[config.mk]
export PLATFORM = sky130hd
export DESIGN_NAME = avp_group_parser
export DESIGN_NICKNAME = d
export VERILOG_FILES = /design/src/avp_gp_pkg.sv /design/src/avp_gp_front.sv /design/src/avp_gp_queue.sv /design/src/avp_gp_back.sv /design/src/avp_group_parser.sv
export VERILOG_INCLUDE_DIRS = /design/src /design/src/src
export SDC_FILE = /design/constraint.sdc
export NUM_CORES = 1
export LEC_CHECK = 0
export BUFFER_PORTS_ARGS = -buffer_cell sky130_fd_sc_hd__buf_2
export CAP_MARGIN = 15
export CORE_MARGIN = 2
export CORE_UTILIZATION = 30
export DETAILED_ROUTE_END_ITERATION = 10
export PLACE_DENSITY = 0.56
export SYNTH_ARGS = -nofsm -noshare
export SYNTH_HDL_FRONTEND = slang
export SYNTH_SLANG_ARGS = --single-unit
[constraint.sdc]
create_clock -name aclk -period 32 [get_ports aclk]
set_clock_uncertainty 0.2 [all_clocks]
set_input_delay 3.2 -clock aclk [delete_from_list [all_inputs] [get_ports aclk]]
set_output_delay 3.2 -clock aclk [all_outputs]
set_load 0.03 [all_outputs]
[src/assert_macros.svh]
// ----------------------------------------------------------------------------
// assert_macros.svh
// Shared assertion macros for the attribute-value group parser.
// ----------------------------------------------------------------------------
`ifndef ASSERT_MACROS_SVH
`define ASSERT_MACROS_SVH

// Property must hold at every clock edge outside reset
`define AVP_ASSERT(label, clk, rst_n, prop, msg) \
    label: assert property (@(posedge clk) disable iff (!rst_n) (prop)) else $error(msg);

// Condition must never be true outside reset
`define AVP_NEVER(label, clk, rst_n, cond, msg) \
    label: assert property (@(posedge clk) disable iff (!rst_n) !(cond)) else $error(msg);

`endif

[src/avp_gp_pkg.sv]
// ----------------------------------------------------------------------------
// avp_gp_pkg
// Types and constants shared by the group parser modules.
// ----------------------------------------------------------------------------
package avp_gp_pkg;

    // Result status codes
    localparam logic [1:0] ST_FOUND   = 2'd0;
    localparam logic [1:0] ST_INVALID = 2'd1;
    localparam logic [1:0] ST_END     = 2'd2;

    // Record header layout
    localparam int MIN_PLAIN   = 8;
    localparam int MIN_VENDOR  = 12;
    localparam int VENDOR_BIT  = 7;

    // Event queue between parser and output stage
    localparam int QUEUE_DEPTH = 4;
    localparam int QPTR_BITS   = $clog2(QUEUE_DEPTH);
    localparam int QCNT_BITS   = $clog2(QUEUE_DEPTH + 1);

    // One parser event; also_end appends an end-of-group item after a record
    typedef struct packed {
        logic [1:0]  status;
        logic        also_end;
        logic [31:0] avp_code;
        logic [31:0] vendor_val;
        logic [23:0] payload_length;
        logic [23:0] payload_offset;
    } avp_event_t;

endpackage

[src/avp_gp_front.sv]
// ----------------------------------------------------------------------------
// avp_gp_front
// Byte parser: walks record headers, checks lengths, skips padded payload
// and classifies each accepted byte into at most one queue event.
// ----------------------------------------------------------------------------
module avp_gp_front #(
    parameter int LENGTH_BITS = 24
) (
    input  logic                   aclk,
    input  logic                   aresetn,
    input  logic                   take,
    input  logic [7:0]             data_byte,
    input  logic                   start_of_group,
    input  logic [23:0]            group_length,
    output logic                   ev_valid,
    output avp_gp_pkg::avp_event_t ev
);
    import avp_gp_pkg::*;

    localparam logic [1:0] PH_IDLE   = 2'd0;
    localparam logic [1:0] PH_HEADER = 2'd1;
    localparam logic [1:0] PH_SKIP   = 2'd2;

    logic [1:0]             phase_reg, phase_next;
    logic [LENGTH_BITS-1:0] pos_reg, pos_next;
    logic [LENGTH_BITS-1:0] gsize_reg, gsize_next;
    logic [3:0]             hidx_reg, hidx_next;
    logic [24:0]            skip_reg, skip_next;
    logic [31:0]            code_reg, code_next;
    logic [7:0]             flag_reg, flag_next;
    logic [23:0]            rlen_reg, rlen_next;
    logic [31:0]            vend_reg, vend_next;

    logic [1:0]             cur_phase;
    logic [LENGTH_BITS-1:0] cur_pos;
    logic [LENGTH_BITS-1:0] cur_gsize;
    logic [3:0]             cur_hidx;
    logic [24:0]            cur_skip;
    logic [LENGTH_BITS:0]   next_pos;
    logic                   at_end;
    logic                   boundary;
    logic                   has_vendor;
    logic                   too_short;
    logic                   overrun;
    logic [23:0]            full_len;
    logic [24:0]            padded;
    logic [LENGTH_BITS-1:0] rec_start;
    logic                   zero_group;

    // Per-byte parse step
    always_comb begin
        phase_next = phase_reg;
        pos_next   = pos_reg;
        gsize_next = gsize_reg;
        hidx_next  = hidx_reg;
        skip_next  = skip_reg;
        code_next  = code_reg;
        flag_next  = flag_reg;
        rlen_next  = rlen_reg;
        vend_next  = vend_reg;
        ev_valid   = 1'b0;
        ev         = '0;
        cur_phase  = phase_reg;
        cur_pos    = pos_reg;
        cur_gsize  = gsize_reg;
        cur_hidx   = hidx_reg;
        cur_skip   = skip_reg;
        boundary   = 1'b0;
        zero_group = 1'b0;
        has_vendor = flag_reg[VENDOR_BIT];
        full_len   = {rlen_reg[15:0], data_byte};
        padded     = '0;
        too_short  = 1'b0;
        overrun    = 1'b0;
        rec_start  = pos_reg - LENGTH_BITS'(7);
        next_pos   = {1'b0, pos_reg} + (LENGTH_BITS+1)'(1);
        at_end     = 1'b0;

        if (take) begin
            // start byte restarts the group
            if (start_of_group) begin
                cur_gsize  = group_length[LENGTH_BITS-1:0];
                gsize_next = cur_gsize;
                cur_pos    = '0;
                cur_hidx   = '0;
                cur_skip   = '0;
                pos_next   = '0;
                hidx_next  = '0;
                skip_next  = '0;
                if (cur_gsize == '0) begin
                    zero_group = 1'b1;
                    ev_valid   = 1'b1;
                    ev.status  = ST_END;
                    phase_next = PH_IDLE;
                    cur_phase  = PH_IDLE;
                end else begin
                    cur_phase  = PH_HEADER;
                    phase_next = PH_HEADER;
                end
            end

            if (!zero_group && cur_phase != PH_IDLE) begin
                next_pos  = {1'b0, cur_pos} + (LENGTH_BITS+1)'(1);
                pos_next  = next_pos[LENGTH_BITS-1:0];
                at_end    = next_pos >= {1'b0, cur_gsize};
                rec_start = cur_pos - LENGTH_BITS'(7);

                if (cur_phase == PH_HEADER) begin
                    // header byte capture
                    if (cur_hidx < 4'd4) begin
                        code_next = {code_reg[23:0], data_byte};
                    end else if (cur_hidx == 4'd4) begin
                        flag_next = data_byte;
                    end else if (cur_hidx < 4'd8) begin
                        rlen_next = full_len;
                    end else begin
                        vend_next = {vend_reg[23:0], data_byte};
                    end

                    if (cur_hidx < 4'd7) begin
                        if (at_end) begin
                            ev_valid   = 1'b1;
                            ev.status  = ST_INVALID;
                            phase_next = PH_IDLE;
                        end else begin
                            hidx_next = cur_hidx + 4'd1;
                        end
                    end else if (cur_hidx == 4'd7) begin
                        // length check on the last length byte
                        padded    = ({1'b0, full_len} + 25'd3) & ~25'd3;
                        too_short = has_vendor ? (full_len < 24'(MIN_VENDOR))
                                               : (full_len < 24'(MIN_PLAIN));
                        overrun   = (26'(rec_start) + 26'(padded)) > 26'(cur_gsize);
                        if (too_short || overrun) begin
                            ev_valid   = 1'b1;
                            ev.status  = ST_INVALID;
                            phase_next = PH_IDLE;
                        end else if (!has_vendor) begin
                            ev_valid          = 1'b1;
                            ev.status         = ST_FOUND;
                            ev.avp_code       = code_reg;
                            ev.payload_length = full_len - 24'(MIN_PLAIN);
                            ev.payload_offset = 24'(next_pos);
                            cur_skip          = padded - 25'(MIN_PLAIN);
                            skip_next         = cur_skip;
                            boundary          = 1'b1;
                        end else begin
                            hidx_next = 4'd8;
                        end
                    end else if (cur_hidx < 4'd11) begin
                        hidx_next = cur_hidx + 4'd1;
                    end else if (cur_hidx == 4'd11) begin
                        // vendor record complete
                        padded            = ({1'b0, rlen_reg} + 25'd3) & ~25'd3;
                        ev_valid          = 1'b1;
                        ev.status         = ST_FOUND;
                        ev.avp_code       = code_reg;
                        ev.vendor_val     = {vend_reg[23:0], data_byte};
                        ev.payload_length = rlen_reg - 24'(MIN_VENDOR);
                        ev.payload_offset = 24'(next_pos);
                        cur_skip          = padded - 25'(MIN_VENDOR);
                        skip_next         = cur_skip;
                        boundary          = 1'b1;
                    end
                end else begin
                    // payload skip
                    if (cur_skip != '0) begin
                        cur_skip = cur_skip - 25'd1;
                    end
                    skip_next = cur_skip;
                    boundary  = 1'b1;
                end

                // record boundary: next record, skip, or end of group
                if (boundary) begin
                    if (cur_skip == '0) begin
                        if (at_end) begin
                            if (ev_valid) begin
                                ev.also_end = 1'b1;
                            end else begin
                                ev_valid  = 1'b1;
                                ev.status = ST_END;
                            end
                            phase_next = PH_IDLE;
                        end else begin
                            hidx_next  = '0;
                            skip_next  = '0;
                            phase_next = PH_HEADER;
                        end
                    end else begin
                        phase_next = PH_SKIP;
                    end
                end
            end
        end
    end

    // Control state
    always_ff @(posedge aclk) begin
        if (!aresetn) begin
            phase_reg <= PH_IDLE;
            pos_reg   <= '0;
            gsize_reg <= '0;
            hidx_reg  <= '0;
            skip_reg  <= '0;
        end else begin
            phase_reg <= phase_next;
            pos_reg   <= pos_next;
            gsize_reg <= gsize_next;
            hidx_reg  <= hidx_next;
            skip_reg  <= skip_next;
        end
    end

    // Header payload registers
    always_ff @(posedge aclk) begin
        code_reg <= code_next;
        flag_reg <= flag_next;
        rlen_reg <= rlen_next;
        vend_reg <= vend_next;
    end

endmodule

[src/avp_gp_queue.sv]
// ----------------------------------------------------------------------------
// avp_gp_queue
// Short event queue between the byte parser and the output stage.
// ----------------------------------------------------------------------------
`include "assert_macros.svh"

module avp_gp_queue (
    input  logic                   aclk,
    input  logic                   aresetn,
    input  logic                   push,
    input  avp_gp_pkg::avp_event_t push_ev,
    input  logic                   pop,
    output avp_gp_pkg::avp_event_t head_ev,
    output logic                   empty,
    output logic                   full
);
    import avp_gp_pkg::*;

    avp_event_t           slot_reg [QUEUE_DEPTH];
    logic [QPTR_BITS-1:0] wr_ptr_reg, wr_ptr_next;
    logic [QPTR_BITS-1:0] rd_ptr_reg, rd_ptr_next;
    logic [QCNT_BITS-1:0] count_reg, count_next;

    assign empty   = (count_reg == '0);
    assign full    = (count_reg == QCNT_BITS'(QUEUE_DEPTH));
    assign head_ev = slot_reg[rd_ptr_reg];

    // Pointer and fill count update
    always_comb begin
        wr_ptr_next = push ? wr_ptr_reg + QPTR_BITS'(1) : wr_ptr_reg;
        rd_ptr_next = pop  ? rd_ptr_reg + QPTR_BITS'(1) : rd_ptr_reg;
        count_next  = count_reg;
        if (push && !pop) begin
            count_next = count_reg + QCNT_BITS'(1);
        end else if (pop && !push) begin
            count_next = count_reg - QCNT_BITS'(1);
        end
    end

    always_ff @(posedge aclk) begin
        if (!aresetn) begin
            wr_ptr_reg <= '0;
            rd_ptr_reg <= '0;
            count_reg  <= '0;
        end else begin
            wr_ptr_reg <= wr_ptr_next;
            rd_ptr_reg <= rd_ptr_next;
            count_reg  <= count_next;
        end
    end

    // Event storage
    always_ff @(posedge aclk) begin
        if (push) begin
            slot_reg[wr_ptr_reg] <= push_ev;
        end
    end

    `AVP_NEVER(a_no_overflow, aclk, aresetn, push && full, "push into full queue")
    `AVP_NEVER(a_no_underflow, aclk, aresetn, pop && empty, "pop from empty queue")
    `AVP_ASSERT(a_count_bound, aclk, aresetn, count_reg <= QCNT_BITS'(QUEUE_DEPTH), "count beyond depth")

endmodule

[src/avp_gp_back.sv]
// ----------------------------------------------------------------------------
// avp_gp_back
// Output stage: turns queue events into result items in an output
// register, adding the end-of-group item that follows a final record.
// ----------------------------------------------------------------------------
`include "assert_macros.svh"

module avp_gp_back (
    input  logic                   aclk,
    input  logic                   aresetn,
    input  avp_gp_pkg::avp_event_t head_ev,
    input  logic                   q_empty,
    output logic                   q_pop,
    output logic                   m_tvalid,
    input  logic                   m_tready,
    output logic [111:0]           m_tdata,
    output logic [1:0]             m_tuser,
    output logic                   m_tlast
);
    import avp_gp_pkg::*;

    logic         valid_reg, valid_next;
    logic         pend_end_reg, pend_end_next;
    logic [1:0]   status_reg, status_next;
    logic [111:0] data_reg, data_next;
    logic         last_reg, last_next;
    logic         load;

    assign load  = !valid_reg || m_tready;
    assign q_pop = load && !pend_end_reg && !q_empty;

    // Next output item
    always_comb begin
        valid_next    = valid_reg;
        pend_end_next = pend_end_reg;
        status_next   = status_reg;
        data_next     = data_reg;
        last_next     = last_reg;
        if (load) begin
            if (pend_end_reg) begin
                valid_next    = 1'b1;
                pend_end_next = 1'b0;
                status_next   = ST_END;
                data_next     = '0;
                last_next     = 1'b1;
            end else if (!q_empty) begin
                valid_next    = 1'b1;
                pend_end_next = head_ev.also_end;
                status_next   = head_ev.status;
                data_next     = {head_ev.payload_offset, head_ev.payload_length,
                                 head_ev.vendor_val, head_ev.avp_code};
                last_next     = !head_ev.also_end;
            end else begin
                valid_next = 1'b0;
            end
        end
    end

    always_ff @(posedge aclk) begin
        if (!aresetn) begin
            valid_reg    <= 1'b0;
            pend_end_reg <= 1'b0;
        end else begin
            valid_reg    <= valid_next;
            pend_end_reg <= pend_end_next;
        end
    end

    always_ff @(posedge aclk) begin
        status_reg <= status_next;
        data_reg   <= data_next;
        last_reg   <= last_next;
    end

    assign m_tvalid = valid_reg;
    assign m_tdata  = data_reg;
    assign m_tuser  = status_reg;
    assign m_tlast  = last_reg;

    `AVP_ASSERT(a_pend_needs_item, aclk, aresetn, pend_end_reg |-> valid_reg, "pending end without item")
    `AVP_ASSERT(a_pend_not_last, aclk, aresetn, pend_end_reg |-> !last_reg, "record before end marked last")
    `AVP_ASSERT(a_end_follows, aclk, aresetn, (pend_end_reg && m_tready) |=> (valid_reg && last_reg && status_reg == ST_END), "end item missing after record")

endmodule

[src/avp_group_parser.sv]
// ----------------------------------------------------------------------------
// avp_group_parser
// Streaming parser for attribute-value records in a byte-serial group.
// ----------------------------------------------------------------------------
// The block takes one group byte per cycle on the s_ side while s_tready is
// high. On the m_ side it reports one item per record found, per invalid
// record (bad length, or header cut short by the end of group), and per end
// of group reached without an invalid record. Each byte is parsed in the
// cycle it is accepted; its result is written into the event queue and from
// there into the output register, where it can be taken. A byte that ends a
// record exactly at the end of the group produces two items (record, then
// end of group), which the output register sends one after the other; a
// four-entry event queue between the parser and the output stage absorbs
// this and any back-pressure, and s_tready drops only when that queue is full.
// LENGTH_BITS sets the width of the internal byte counter and group size;
// only the low LENGTH_BITS bits of group_length are used.
module avp_group_parser #(
    parameter int LENGTH_BITS = 24
) (
    input  logic         aclk,
    input  logic         aresetn,
    input  logic         s_tvalid,
    output logic         s_tready,
    input  logic [31:0]  s_tdata,   // [7:0] data_byte, [31:8] group_length
    input  logic         s_tuser,   // [0] start_of_group
    output logic         m_tvalid,
    input  logic         m_tready,
    output logic [111:0] m_tdata,   // [31:0] avp_code, [63:32] vendor_val,
                                    // [87:64] payload_length,
                                    // [111:88] payload_offset
    output logic [1:0]   m_tuser,   // [1:0] status
    output logic         m_tlast    // is_last
);
    import avp_gp_pkg::*;

    logic       take;
    logic       ev_valid;
    avp_event_t ev;
    avp_event_t head_ev;
    logic       q_empty;
    logic       q_full;
    logic       q_pop;

    assign s_tready = !q_full;
    assign take     = s_tvalid && s_tready;

    // Byte parser
    avp_gp_front #(
        .LENGTH_BITS(LENGTH_BITS)
    ) u_front (
        .aclk           (aclk),
        .aresetn        (aresetn),
        .take           (take),
        .data_byte      (s_tdata[7:0]),
        .start_of_group (s_tuser),
        .group_length   (s_tdata[31:8]),
        .ev_valid       (ev_valid),
        .ev             (ev)
    );

    // Event queue
    avp_gp_queue u_queue (
        .aclk    (aclk),
        .aresetn (aresetn),
        .push    (ev_valid),
        .push_ev (ev),
        .pop     (q_pop),
        .head_ev (head_ev),
        .empty   (q_empty),
        .full    (q_full)
    );

    // Output stage
    avp_gp_back u_back (
        .aclk     (aclk),
        .aresetn  (aresetn),
        .head_ev  (head_ev),
        .q_empty  (q_empty),
        .q_pop    (q_pop),
        .m_tvalid (m_tvalid),
        .m_tready (m_tready),
        .m_tdata  (m_tdata),
        .m_tuser  (m_tuser),
        .m_tlast  (m_tlast)
    );

endmodule
==> results of run 1 <==
power groups by stage:
| stage | registers [W] | clock network (W) | logic [W] |
|---|---|---|---|
| after floorplan | 0.00144 | 0 | 0.000357 |
| after global placement | 0.00129 | 0 | 0.000733 |
| after detailed placement | 0.00129 | 0 | 0.000731 |
| after CTS | 0.00127 | 0.000995 | 0.000733 |
| after global routing | 0.00128 | 0.00103 | 0.000774 |
| final | 0.00126 | 0.000968 | 0.000721 |
stage by stage:
| step | cell area, µm² | setup WS, ns | cells |
|---|---|---|---|
| after floorplan | 36400 | 17.17 | 2872 |
| after global placement | 38800 | 18.06 | 4490 |
| final | 41500 | 18.50 | 4639 |
| after global routing | 41500 | 17.69 | 4637 |
| after detailed placement | 38800 | 17.89 | 4490 |
| after CTS | 41500 | 18.51 | 4637 |
layout make-up:
| type | instances | area share (%) |
|---|---|---|
| flip-flops and latches | 746 | 51.8 |
| multi-input cells | 1894 | 33.7 |
| clock buffers | 91 | 4.97 |
| well taps | 1612 | 4.85 |
| repair buffers | 196 | 2.63 |
| clock inverters | 56 | 1.72 |
| inverters | 42 | 0.379 |
| diodes | 2 | 0.0120 |
worst max-delay path: cells and delay by family:
kind	cells	cell delay (ns)
simple gates	14	3.57
xor+xnor	2	0.33
compound gates	14	4.10
buf+inv	2	1.19
fa+ha+maj	3	0.98
cells by family (layout without fill, tap and decap cells):
group,count (synthesis),after routing,share of synthesized area (%)
compound gates,469,469,8.71
xor+xnor,169,169,4.07
fa+ha+maj,85,85,2.97
buf+inv,232,385,2.58
flops,746,746,59.1
mux,148,148,8.04
other cells,0,2,0
simple gates,1023,1023,14.5
placed cells by master (no fill, tap or decap), types with 9 or more instances in the layout:
cell	n
nand2b_1	10
mux4_2	115
and4_1	12
nor2b_1	141
o21ai_0	89
nand2_1	169
clkinv_2	10
o21a_1	19
inv_1	40
and3_1	45
edfxtp_1	656
nor4_1	36
or4_1	13
a31oi_1	17
xor2_1	65
clkinv_1	15
a211oi_1	46
o211ai_1	14
and2_1	50
a22oi_1	48
or3_1	27
dfxtp_1	87
clkbuf_1	9
o31ai_1	12
mux2i_1	30
nor3_1	109
a21oi_1	103
bufinv_16	12
nor2_1	255
nand4_1	42
a21o_1	17
xnor2_1	104
ha_1	83
clkbuf_16	80
nand3_1	62
buf_2	152
buf_4	44
routing by layer:
layer / track usage [%] / routed length [µm] / up-vias
li1: - / - / 11096
met1: 22.1 / 45200 / 12067
met2: 25.3 / 47200 / 760
met3: 2.47 / 5680 / 123
met4: 4.49 / 2060 / 6
met5: 0 / 38 / -
worst paths after layout:
| check | startpoint | end | cells past startpoint |
|---|---|---|---|
| hold reg to reg | u_front.code_reg[20]$_DFFE_PP_ | u_front.code_reg[28]$_DFFE_PP_ | 0 |
| setup / recovery | s_tuser | u_queue.slot_reg[0][43]$_DFFE_PP_ | 35 |
| setup reg to reg | u_front.rlen_reg[2]$_DFFE_PP_ | u_queue.slot_reg[0][43]$_DFFE_PP_ | 33 |
| hold / removal | u_front.code_reg[20]$_DFFE_PP_ | u_front.code_reg[28]$_DFFE_PP_ | 0 |
==> flow_metrics.py, run 1 <==
metrics = {
    "finish": {
        "syn2layout_area_growth_pct": 14.3,
        "seq_area_um2": 21500,
        "largest_reg_flops": 460,
        "fillers": 11751,
        "multi_input_area_um2": 14000,
        "drive_gt1_share_pct": 16.4,
        "num-nets-final": 3081,
        "final_util_pct": 34.6,
    },
    "pwr": {
        "total_power_w": 0.00295,
        "power_switching_w": 0.000935,
        "peakVddDrop_v": 0.0000619,
        "p_per_area_nw_per_um2": 71.1,
        "switching_share_pct": 31.7,
        "seqPwrFrac_pct": 42.8,
        "pwr-share-clk_pct": 32.8,
        "p_comb_share_pct": 24.4,
        "cellInternalPower_w": 0.00202,
        "p_leak_nw": 14.0,
    },
    "timing": {
        "finalSetupTns_ns": 0,
        "fin_hold_ws_ns": 0.240,
        "hold_violations": 0,
        "min_period_ns": 13.50,
        "rsz0062_at_grt": "false",
        "period_share_pct": 42.2,
        "maxSlewViolCount": 0,
        "finalSetupViolations": 0,
        "worst_pin_slew_ns": 1.09,
        "slew-limit-headroom_pct": 27.2,
        "fmax_ghz": 0.0741,
    },
    "yosys": {
        "dominantRegCellSynth": "edfxtp_1",
        "ys_seq_area_share_pct": 59.1,
        "ys_top_cells_by_area": "edfxtp_1 54%, mux4_2 7.1%, dfxtp_1 5.0%, ha_1 2.9%, nor2_1 2.7%",
        "yosysWarnings": 0,
        "ys_types": 95,
        "yosysTopAreaCellShare_pct": 54.2,
        "async_reset_ff_share_pct": 0,
        "syn_area_per_cell_um2": 12.7,
        "syn_nets": 2994,
        "syn_area_um2": 36400,
        "syn_inst": 2872,
        "yosysMostFrequentCell": "edfxtp_1",
        "synthTopCellsByCount": "656 x edfxtp_1, 261 x nor2_1, 169 x nand2_1",
        "ys_ff_latch": 746,
        "yosysTopAreaCell": "edfxtp_1",
        "synth_enable_flop_cells": 656,
    },
    "global_route": {
        "grt_max_degree": 87,
        "grt_pass1_vias": 23399,
        "overflow": 0,
        "antenna_found_initial": 6,
        "grt_util_all_layers_pct": 15.8,
        "grt_pass1_wl_um": 151000,
    },
    "placed_design": {
        "hpwl_um": 67600,
        "io_buffers": 153,
        "gp_congestion": 0.925,
    },
    "floorplan": {
        "core-area_um2": 120000,
        "rows": 127,
        "start_util_pct": 30.3,
        "die_w_um": 352,
        "dieHeight_um": 352,
        "io_pins": 154,
        "dieArea_um2": 124000,
    },
    "setup_path": {
        "cp_max_fo": 60,
        "r2r_setup_slack_ns": 21.12,
        "required_ns": 32.06,
        "endpoint_kind": "flop",
        "critPathKind": "in2reg",
        "crit_slowest_cell": "and2_4",
        "cp_common_cell": "o21ai_0",
        "cpPeakStageDelay_ns": 0.86,
        "cp-start-kind": "input port",
        "crit_arrival_ns": 13.56,
    },
    "clock_tree": {
        "clock_latency_ns": 0.66,
        "cts_htree_levels": 3,
        "clkTransAtPathRegs_ns": 0.06,
        "cts_buffers": 79,
        "cts_resized": 0,
        "cts_sinks": 746,
        "cts_hold_buf": 0,
        "cts_tree": "done",
        "clockRootBuffer": "clkbuf_16",
        "cts_max_path_buffers": 3,
        "cts_setup_buffers": 0,
    },
    "drt": {
        "drc": 0,
        "first_pass_iters": 6,
        "drt_iter0_markers": 2367,
        "wl_per_cell_um": 21.6,
        "routed_wl_um": 100000,
        "vias": 24052,
        "ant_nets": 0,
        "vias_per_cell": 5.18,
    },
    "run": {
        "drv_cap": 0,
    },
    "run_status": {
        "status": "finished clean",
    },
    "hold_path": {
        "hold_class": "reg2reg",
    },
}
No activity file was read; power rests on OpenSTA's default activity.
==> run 2, diff against run 1 <==
clock period = 14.1 ns   (was 32 ns; I/O delays follow)
==> flow_metrics.py, run 2 (same netlist as run 1, synthesis figures left out) <==
metrics = {
    "run_status": {
        "status": "finished clean",
    },
    "setup_path": {
        "rr_endpoint": "u_queue.slot_reg[3][34]$_DFFE_PP_",
        "reg2reg_depth": 30,
        "critPathKind": "in2reg",
        "endpoint_kind": "flop",
        "cpPeakStageDelay_ns": 0.82,
        "required_ns": 14.20,
        "cp_max_fo": 57,
        "r2r_setup_slack_ns": 3.41,
        "cp-start-kind": "input port",
        "cp_top_family": "compound AO/OA/AOI/OAI gates",
        "crit_slowest_cell": "and2_4",
        "reg2reg_from": "u_front.rlen_reg[2]$_DFFE_PP_",
        "crit_arrival_ns": 11.19,
        "cp_common_cell": "o21ai_0",
        "path_buf_inv": 4,
    },
    "timing": {
        "period_share_pct": 78.6,
        "slew-limit-headroom_pct": 30.0,
        "finalSetupViolations": 0,
        "rsz0062_at_grt": "false",
        "finalSetupTns_ns": 0,
        "fmax_ghz": 0.0902,
        "hold_violations": 0,
        "min_period_ns": 11.09,
        "maxSlewViolCount": 0,
        "worst_pin_slew_ns": 1.05,
    },
    "hold_path": {
        "holdPathStages": 0,
        "hold_end": "u_front.code_reg[14]$_DFFE_PP_",
        "worstHoldStart": "u_front.code_reg[6]$_DFFE_PP_",
        "hold_class": "reg2reg",
    },
    "global_route": {
        "overflow": 0,
        "grt_util_all_layers_pct": 15.6,
        "grt_max_degree": 82,
        "grt_pass1_wl_um": 150000,
        "grt_pass1_vias": 23324,
        "antenna_found_initial": 5,
    },
    "placed_design": {
        "hpwl_um": 66600,
        "gp_congestion": 0.903,
        "place_area_um2": 38700,
        "io_buffers": 153,
    },
    "finish": {
        "final_util_pct": 34.4,
        "largest_reg_flops": 460,
        "num-nets-final": 3072,
        "drive_gt1_share_pct": 15.8,
        "layout_commonest_cell": "edfxtp_1",
        "final_cell_mix": "656 x edfxtp_1, 255 x nor2_1, 169 x nand2_1, 152 x buf_2, 141 x nor2b_1",
        "syn2layout_area_growth_pct": 13.6,
        "fin_area_um2": 41300,
    },
    "pwr": {
        "p_leak_nw": 13.8,
        "p_per_area_nw_per_um2": 159,
        "peakVddDrop_v": 0.000219,
    },
    "clock_tree": {
        "clkTransAtPathRegs_ns": 0.06,
        "cts_hold_buf": 0,
        "clockRootBuffer": "clkbuf_16",
        "cts_buffers": 78,
        "clock_latency_ns": 0.65,
        "cts_setup_buffers": 0,
        "cts_tree": "done",
        "cts_htree_levels": 3,
        "cts_resized": 0,
        "cts_sinks": 746,
        "cts_max_path_buffers": 3,
    },
    "floorplan": {
        "rows": 127,
        "io_pins": 154,
        "die_w_um": 352,
        "dieArea_um2": 124000,
        "start_util_pct": 30.3,
        "dieHeight_um": 352,
        "core-area_um2": 120000,
    },
    "drt": {
        "drc": 0,
        "vias": 24042,
        "wl_per_cell_um": 21.3,
        "ant_nets": 0,
        "drt_iter0_markers": 2269,
        "first_pass_iters": 6,
        "vias_per_cell": 5.20,
        "routed_wl_um": 98700,
    },
    "run": {
        "drv_cap": 0,
    },
}
[run 2: worst register-to-register path, delay by kind of cell (launching register included)]
kind	cells	cell delay (ns)
AND/OR/NAND/NOR	8	2.31
XOR/XNOR	2	0.71
AO/OA/AOI/OAI	16	4.44
flip-flops	1	0.74
adder cells (fa/ha/maj)	3	1.37
buffers and inverters	1	0.55
[run 2: metrics by stage]
stage               cells  hold WS, ns  setup WS, ns  power [W]
finish               4626        0.233          3.01    0.00657
global route         4625        0.252          2.41    0.00687
CTS                  4625        0.237          3.23    0.00667
detailed placement   4482        0.225          2.57    0.00457
global placement     4482        0.222          2.64    0.00458
floorplan            2872        0.217          1.06    0.00409
[run 2: routing by layer]
| metal | vias to the layer above | part of all wire (%) | global-route usage, % |
|---|---|---|---|
| met1 | 11952 | 45 | 22.1 |
| met5 | - | 0.031 | 0 |
| met2 | 879 | 46 | 24.6 |
| met3 | 145 | 6.4 | 2.61 |
| met4 | 6 | 2.3 | 4.21 |
| li1 | 11060 | - | - |
[run 2: cell type report]
| class | count | area (µm²) |
|---|---|---|
| flip-flops and latches | 746 | 21500 |
| fillers | 11830 | 78800 |
| well taps | 1612 | 2020 |
| clock buffers | 96 | 2060 |
| diodes | 1 | 2.50 |
| multi-input cells | 1894 | 14000 |
| inverters | 42 | 158 |
| repair buffers | 188 | 1070 |
| clock inverters | 47 | 509 |
[run 2: worst max-delay path by stage]
| stage | to | startpoint | cells past startpoint | slack (ns) |
|---|---|---|---|---|
| after floorplan | u_queue.slot_reg[0][0]$_DFFE_PP_ | s_tuser | 41 | 1.06 |
| after global placement | u_queue.slot_reg[3][36]$_DFFE_PP_ | s_tuser | 31 | 2.64 |
| after detailed placement | u_queue.slot_reg[3][40]$_DFFE_PP_ | s_tuser | 32 | 2.57 |
| after CTS | u_queue.slot_reg[3][32]$_DFFE_PP_ | s_tuser | 32 | 3.23 |
| after global routing | u_queue.slot_reg[3][37]$_DFFE_PP_ | s_tuser | 32 | 2.41 |
| final | u_queue.slot_reg[3][34]$_DFFE_PP_ | s_tuser | 32 | 3.01 |
[run 2: where the power goes]
part / switching [W] / leakage [nW] / internal (W)
logic: 0.00108 / 5.66 / 0.000534
clock network: 0.000874 / 1.24 / 0.00120
registers: 0.000140 / 6.95 / 0.00275
total: 0.00209 / 13.8 / 0.00448
